### src/hdl/assert_macros.svh
// assertion macros shared by the queue modules
// each expects clk and rst in scope
`ifndef ASSERT_MACROS_SVH
`define ASSERT_MACROS_SVH

// property that must hold in the same cycle
`define DRF_ASSERT_NOW(lbl, ante, cons, msg) \
  lbl: assert property (@(posedge clk) disable iff (rst) (ante) |-> (cons)) else $error(msg);

// property that must hold in the next cycle
`define DRF_ASSERT_NEXT(lbl, ante, cons, msg) \
  lbl: assert property (@(posedge clk) disable iff (rst) (ante) |=> (cons)) else $error(msg);

`endif

### src/hdl/drf_pkg.sv
package drf_pkg;

  // operation codes
  localparam logic [1:0] KIND_PUSH = 2'd0;
  localparam logic [1:0] KIND_POP  = 2'd1;

  // result status codes
  localparam logic [2:0] ST_ADDED     = 3'd0;
  localparam logic [2:0] ST_DUPLICATE = 3'd1;
  localparam logic [2:0] ST_FULL      = 3'd2;
  localparam logic [2:0] ST_BAD_PORT  = 3'd3;
  localparam logic [2:0] ST_POPPED    = 3'd4;
  localparam logic [2:0] ST_EMPTY     = 3'd5;
  localparam logic [2:0] ST_CLEARED   = 3'd6;

  typedef struct packed {
    logic [1:0]  kind;
    logic [31:0] peer_address;
    logic [15:0] peer_port;
  } in_beat_t;

  typedef struct packed {
    logic [2:0]  status;
    logic [31:0] out_address;
    logic [15:0] out_port;
    logic        now_empty;
  } out_beat_t;

  typedef struct packed {
    logic [31:0] addr;
    logic [15:0] port;
  } entry_t;

  // controller to datapath
  typedef struct packed {
    logic load;
    logic scan;
    logic finish;
  } ctrl_cmd_t;

  // datapath to controller
  typedef struct packed {
    logic in_push;
    logic empty;
    logic scan_last;
    logic match;
    logic out_free;
  } ctrl_sts_t;

endpackage

### src/hdl/drf_ctrl.sv
`include "assert_macros.svh"

module drf_ctrl (
  input  logic                clk,
  input  logic                rst,
  input  logic                in_valid,
  output logic                in_ready,
  input  drf_pkg::ctrl_sts_t  sts,
  output drf_pkg::ctrl_cmd_t  cmd
);

  localparam logic [1:0] S_IDLE   = 2'd0;
  localparam logic [1:0] S_SCAN   = 2'd1;
  localparam logic [1:0] S_FINISH = 2'd2;

  logic [1:0] state;
  logic [1:0] state_next;

  // state register
  always_ff @(posedge clk) begin
    if (rst) begin
      state <= S_IDLE;
    end else begin
      state <= state_next;
    end
  end

  // next state and commands
  always_comb begin
    state_next = state;
    cmd        = '0;
    in_ready   = 1'b0;
    unique case (state)
      S_IDLE: begin
        in_ready = 1'b1;
        if (in_valid) begin
          cmd.load = 1'b1;
          // a push against live entries has to scan them first
          if (sts.in_push && !sts.empty) begin
            state_next = S_SCAN;
          end else begin
            state_next = S_FINISH;
          end
        end
      end
      S_SCAN: begin
        cmd.scan = 1'b1;
        if (sts.match || sts.scan_last) begin
          state_next = S_FINISH;
        end
      end
      S_FINISH: begin
        // wait for room in the output register
        if (sts.out_free) begin
          cmd.finish = 1'b1;
          state_next = S_IDLE;
        end
      end
      default: begin
        state_next = S_IDLE;
      end
    endcase
  end

  `DRF_ASSERT_NOW(a_finish_room, cmd.finish, sts.out_free, "result committed while output busy")
  `DRF_ASSERT_NEXT(a_scan_exit, state == S_SCAN, state == S_SCAN || state == S_FINISH, "scan left to wrong state")
  `DRF_ASSERT_NEXT(a_load_busy, cmd.load, !in_ready, "second beat taken before finish")

endmodule

### src/hdl/drf_datapath.sv
`include "assert_macros.svh"

module drf_datapath #(
  parameter int DEPTH = 64
) (
  input  logic                clk,
  input  logic                rst,
  input  drf_pkg::in_beat_t   in_data,
  output logic                out_valid,
  input  logic                out_ready,
  output drf_pkg::out_beat_t  out_data,
  input  drf_pkg::ctrl_cmd_t  cmd,
  output drf_pkg::ctrl_sts_t  sts
);

  localparam int IdxW = (DEPTH > 1) ? $clog2(DEPTH) : 1;

  // ring store
  drf_pkg::entry_t mem [DEPTH];
  drf_pkg::entry_t rd_data;
  logic            rd_en;
  logic [IdxW-1:0] rd_addr;
  logic            wr_en;

  logic [IdxW-1:0] head;
  logic [IdxW-1:0] tail;
  logic [IdxW-1:0] head_next;
  logic [IdxW-1:0] tail_next;
  logic [IdxW-1:0] scan_ptr;
  drf_pkg::in_beat_t  req;
  logic               dup;
  drf_pkg::out_beat_t res;

  function automatic logic [IdxW-1:0] next_slot(input logic [IdxW-1:0] i);
    if (i == IdxW'(DEPTH - 1)) begin
      return '0;
    end else begin
      return i + IdxW'(1);
    end
  endfunction

  // status towards the controller
  assign sts.in_push   = (in_data.kind == drf_pkg::KIND_PUSH);
  assign sts.empty     = (head == tail);
  assign sts.scan_last = (scan_ptr == tail);
  assign sts.match     = (rd_data.addr == req.peer_address) && (rd_data.port == req.peer_port);
  assign sts.out_free  = !out_valid || out_ready;

  // read port: head on load, next live slot while scanning
  always_comb begin
    rd_en   = cmd.load || (cmd.scan && !sts.scan_last);
    rd_addr = cmd.load ? head : scan_ptr;
  end

  always_ff @(posedge clk) begin
    if (rd_en) begin
      rd_data <= mem[rd_addr];
    end
  end

  always_ff @(posedge clk) begin
    if (wr_en) begin
      mem[tail] <= '{addr: req.peer_address, port: req.peer_port};
    end
  end

  // request capture and scan progress
  always_ff @(posedge clk) begin
    if (cmd.load) begin
      req      <= in_data;
      dup      <= 1'b0;
      scan_ptr <= next_slot(head);
    end else if (cmd.scan) begin
      if (sts.match) begin
        dup <= 1'b1;
      end
      if (!sts.scan_last) begin
        scan_ptr <= next_slot(scan_ptr);
      end
    end
  end

  // result and pointer update
  always_comb begin
    head_next       = head;
    tail_next       = tail;
    wr_en           = 1'b0;
    res             = '0;
    if (req.kind[1]) begin
      head_next  = '0;
      tail_next  = '0;
      res.status = drf_pkg::ST_CLEARED;
    end else if (req.kind == drf_pkg::KIND_POP) begin
      if (head == tail) begin
        res.status = drf_pkg::ST_EMPTY;
      end else begin
        res.status      = drf_pkg::ST_POPPED;
        res.out_address = rd_data.addr;
        res.out_port    = rd_data.port;
        head_next       = next_slot(head);
      end
    end else begin
      priority if (dup) begin
        res.status = drf_pkg::ST_DUPLICATE;
      end else if (next_slot(tail) == head) begin
        res.status = drf_pkg::ST_FULL;
      end else if (req.peer_port == '0) begin
        res.status = drf_pkg::ST_BAD_PORT;
      end else begin
        res.status = drf_pkg::ST_ADDED;
        wr_en      = cmd.finish;
        tail_next  = next_slot(tail);
      end
    end
    res.now_empty = (head_next == tail_next);
  end

  // pointers
  always_ff @(posedge clk) begin
    if (rst) begin
      head <= '0;
      tail <= '0;
    end else if (cmd.finish) begin
      head <= head_next;
      tail <= tail_next;
    end
  end

  // output register
  always_ff @(posedge clk) begin
    if (rst) begin
      out_valid <= 1'b0;
    end else if (cmd.finish) begin
      out_valid <= 1'b1;
    end else if (out_ready) begin
      out_valid <= 1'b0;
    end
  end

  always_ff @(posedge clk) begin
    if (cmd.finish) begin
      out_data <= res;
    end
  end

  `DRF_ASSERT_NOW(a_ptr_range, 1'b1, head <= IdxW'(DEPTH - 1) && tail <= IdxW'(DEPTH - 1), "pointer out of ring")
  `DRF_ASSERT_NOW(a_scan_live, cmd.scan, head != tail, "scan on an empty queue")
  `DRF_ASSERT_NEXT(a_add_live, cmd.finish && res.status == drf_pkg::ST_ADDED, head != tail, "added entry not live")

endmodule

### src/hdl/dedup_ring_fifo_top.sv
// channel  dir  handshake           payload
// in       in   in_valid/in_ready   kind, peer_address, peer_port
// out      out  out_valid/out_ready status, out_address, out_port, now_empty
//
// push: one compare per cycle over the live entries, through
//   the single read port of the ring store; pop and clear skip the scan
// next beat is taken once the previous result sits in the output register
// reset clears head, tail and the controller; ring contents are not cleared
// a stalled output holds the finished result; the block waits before committing
module dedup_ring_fifo_top #(
  parameter int DEPTH = 64
) (
  input  logic               clk,
  input  logic               rst,
  input  logic               in_valid,
  output logic               in_ready,
  input  drf_pkg::in_beat_t  in_data,
  output logic               out_valid,
  input  logic               out_ready,
  output drf_pkg::out_beat_t out_data
);

  drf_pkg::ctrl_cmd_t cmd;
  drf_pkg::ctrl_sts_t sts;

  // sequencer
  drf_ctrl u_ctrl (
    .clk      (clk),
    .rst      (rst),
    .in_valid (in_valid),
    .in_ready (in_ready),
    .sts      (sts),
    .cmd      (cmd)
  );

  // ring store, pointers and result register
  drf_datapath #(
    .DEPTH (DEPTH)
  ) u_dp (
    .clk       (clk),
    .rst       (rst),
    .in_data   (in_data),
    .out_valid (out_valid),
    .out_ready (out_ready),
    .out_data  (out_data),
    .cmd       (cmd),
    .sts       (sts)
  );

endmodule

### config.mk
export PLATFORM = sky130hd
export DESIGN_NAME = dedup_ring_fifo_top
export DESIGN_NICKNAME = d
export VERILOG_FILES = /design/src/hdl/drf_pkg.sv /design/src/hdl/drf_ctrl.sv /design/src/hdl/drf_datapath.sv /design/src/hdl/dedup_ring_fifo_top.sv
export VERILOG_INCLUDE_DIRS = /design/src /design/src/hdl
export SDC_FILE = /design/constraint.sdc
export NUM_CORES = 2
export LEC_CHECK = 0
export ABC_AREA = 0
export BUFFER_PORTS_ARGS = -buffer_cell sky130_fd_sc_hd__buf_2
export CORE_ASPECT_RATIO = 0.5
export CORE_MARGIN = 4
export CORE_UTILIZATION = 43
export CTS_BUF_LIST = sky130_fd_sc_hd__clkbuf_2
export CTS_CLUSTER_SIZE = 14
export DETAILED_ROUTE_END_ITERATION = 6
export SYNTH_ARGS = -nofsm -noshare
export SYNTH_HDL_FRONTEND = slang
export SYNTH_SLANG_ARGS = --single-unit
### constraint.sdc
create_clock -name clk -period 7.7 [get_ports clk]
set_input_delay 1.54 -clock clk [delete_from_list [all_inputs] [get_ports clk]]
set_output_delay 1.54 -clock clk [all_outputs]
set_load 0.02 [all_outputs]
==> results by group <==
Status
  – Outcome: finished, final reports clean

Synthesis
  – Seq/Total Area, Yosys: 77.8%
  – Simple-gate share of the synthesized area: 3.24%
  – Post-synth top area share: 77.5%
  – Mux cell area share after synthesis: 15.6%
  – Post-synth ARST share: 0%
  – Synth cell types: 61
  – Compound-gate portion of the synthesized area: 1.54%
  – Synth Cell Area: 0.125 mm2
  – Post-synth top cells: edfxtp_1, mux4_2, nand2_1
  – Count leader, synth: edfxtp_1
  – Post-Syn Nets: 5841
  – Yosys warning total: 0
  – Post-synth top flop: edfxtp_1
  – XOR/XNOR Fraction of Synth Area: 0.525%
  – Seq cells post-synth: 3244
  – Adder-Cell Fraction of Synth Area: 0.0300%
  – Mapped Cells: 5784
  – Leading area contributor after synthesis: edfxtp_1
  – Post-synthesis area per instance: 21.6 um2
  – Post-synth EDFFs: 3228
  – Largest family of logic cells by synthesized area: multiplexers
  – Synth top area cells: edfxtp_1, mux4_2, mux2_2, nand2_1, o211ai_1

Drt
  – Total number of vias: 66113
  – # DRC: 0
  – Vias per inst: 6.01
  – DR iter-0 viols: 9347
  – DR pass1 iterations: 5
  – DRT Wirelength: 361000 um
  – Remaining antenna violation count: 0
  – Post-DR wirelength/cell: 32.8 um

Floorplan
  – Num rows: 139
  – Die Ht: 389 um
  – Die ar.: 0.300 mm2
  – Ports: 108
  – Initial core utilization: 43.4%
  – Core area: 0.288 mm2
  – Die Wd: 771 um

STA
  – Final Hold Viols: 0
  – Total Negative Setup Slacks: 0 ns
  – Min cycle time layout: 6.03 ns
  – Fmax: 166 MHz
  – Worst Skew: 0.253 ns
  – Hold slack: 0.250 ns
  – Slew @ Worst Pin: 1.42 ns
  – Final Slew Violations: 0
  – Setup Viol. Count Final: 0
  – Final period util: 78.3%
  – RSZ-0062 raised after global routing: no
  – Relative slew slack: 4.45%

Worst hold path
  – Min-Delay Path Class: in2reg

Clock tree
  – Postcts setup bufs: 0
  – Htree depth: 6
  – Clk sink count: 3244
  – Worst-skew pair later-pin latency: 1.79 ns
  – CTS Root Cell: clkbuf_2
  – Clock Path Buffers: 4
  – CTS buffer count: 717
  – CTS tree: built
  – CTS clk-pin slew, worst paths: 0.12 ns

Global routing
  – Pin count of the biggest net entering global routing: 103
  – Grt ovf: 0
  – Initial antenna violation count: 19
  – Total Routing Usage GR: 23.8%
  – First-pass GRT wire length: 506000 um
  – Vias in the first global route: 66670

Worst setup path
  – Required time of the critical path: 9.01 ns
  – Crit. End Element: flop
  – Worst Setup Path Type: reg2reg
  – Critical path launch point type: flop
  – Worst Path Max Fanout: 18
  – Crit path DAT: 7.34 ns

Power and ir drop
  – PD cells: 244 mW/mm2
  – Maximum vdd drop: 114 uV
  – Sw Share: 26.1%
  – Int Power: 25.1 mW
  – Gate power share: 9.8%
  – Psw: 8.85 mW
  – Final Power: 33.9 mW
  – LEAKAGE: 45.0 nW
  – Clock share of power: 31.9%
  – Sequential power share: 58.3%

Job
  – Max cap viols: 0

Final layout
  – Post-route insts no fill: 11006
  – Share of layout cells above drive strength 1: 35.8%
  – Area Overhead vs Synth: 11.3%
  – Nets: 6641

Placement
  – DP Wirelength: 201000 um
  – RePlAce Congestion: 0.845
  – Dpl cells: 9690
  – Number of port buffers: 107
-- cells in the final DEF (no fill, tap or decap), types with 5 or more instances in the layout --
cell / instances
mux2_2: 193
diode_2: 17
o211ai_1: 194
and2_1: 51
nand4_1: 57
dlygate4sd3_1: 52
nor2_1: 30
edfxtp_1: 3228
dfxtp_1: 16
nor2_4: 64
clkinv_2: 7
clkbuf_2: 1098
nand2_1: 416
inv_1: 8
clkinv_1: 104
a22oi_1: 5
nand3_1: 211
bufinv_16: 14
o21ai_0: 18
buf_2: 107
inv_2: 17
mux4_2: 768
xor2_1: 60
buf_4: 195
clkinvlp_4: 5
mux2i_1: 5
buf_12: 59
or3_1: 8
a21oi_1: 12
xnor2_1: 15
nor4_1: 17
-- power by group through the flow --
stage | logic [mW] | registers (mW) | clock network [mW]
2_1_floorplan | 2.02 | 20.2 | 0
3_3_place_gp | 3.28 | 20.2 | 0
3_5_place_dp | 3.33 | 20.2 | 0
4_1_cts | 3.36 | 19.8 | 11.1
5_1_grt | 3.54 | 19.8 | 12.1
6_report | 3.34 | 19.8 | 10.8
-- path summary, 6_finish.rpt --
path / to / cells after the start / slack (ns) / start
worst max-delay path: u_dp.mem[41][7]$_DFFE_PP_ / 10 / 1.67 / u_dp.tail[0]$_SDFFE_PP0P_
worst max register to register: u_dp.mem[41][7]$_DFFE_PP_ / 10 / 1.67 / u_dp.tail[0]$_SDFFE_PP0P_
worst min-delay path: u_ctrl.state[0]$_SDFFE_PP0P_ / 3 / 0.25 / in_valid
worst min register to register: u_dp.dup$_SDFFE_PP0P_ / 2 / 0.57 / u_dp.dup$_SDFFE_PP0P_
-- logic make-up (layout without fill, tap and decap cells) --
logic type | Yosys count | after routing
flops | 3244 | 3244
mux | 970 | 970
simple gates | 886 | 886
buf+inv | 342 | 1670
compound gates | 264 | 264
xor+xnor | 75 | 75
fa+ha+maj | 3 | 3
other cells | 0 | 17
-- what timing repair did --
item	4_1_cts	5_1_grt
hold endpoints to repair	57	0
gates resized for setup	0	0
hold buffers	52	0
endpoints found under the setup margin	0	0
-- through the flow --
step	setup slack (ns)	instance area (um2)	utilization, %
floorplan	1.72	125000	-
global placement	1.91	132000	45.9
detailed placement	1.86	132000	45.9
CTS	1.89	139000	48.3
global route	1.50	139000	48.3
finish	1.67	139000	48.3
-- registers in the layout (all words and copies together) (netlist names), 2 cells and up --
name           cells
u_dp.out_data     52
u_dp.rd_data      48
u_dp.mem        3072
u_dp.req          50
u_ctrl.state       2
u_dp.scan_ptr      6
u_dp.tail          6
u_dp.head          6
-- routing by layer --
layer	up-vias	track usage (%)	part of all wire, %
li1	26137	-	-
met1	35256	34.5	41
met2	4136	36.3	46
met3	582	5.30	10
met4	2	7.29	3.0
met5	-	0	0.0033
-- final cells by class --
class | count | area (um2)
Clock buffer | 1098 | 5500
Timing Repair Buffer | 413 | 3700
Antenna cell | 17 | 42.5
Tap cell | 3877 | 4850
Inverter | 10 | 41.3
Clock inverter | 149 | 968
Fill cell | 23775 | 149000
Sequential cell | 3244 | 97300
Multi-Input combinational cell | 2198 | 26800
-- critical path, stage by stage (launching register included) --
cell and delay (ns):
dfxtp_1 0.80, ha_1 0.47, nand2_1 0.20, or3_1 0.41, o221ai_1 0.16, o41ai_1 0.22, nand2b_1 0.23, nor2_1 0.59
nand4bb_1 0.89, nor2_4 1.14, buf_4 0.50
(Power assumes the default switching activity.)
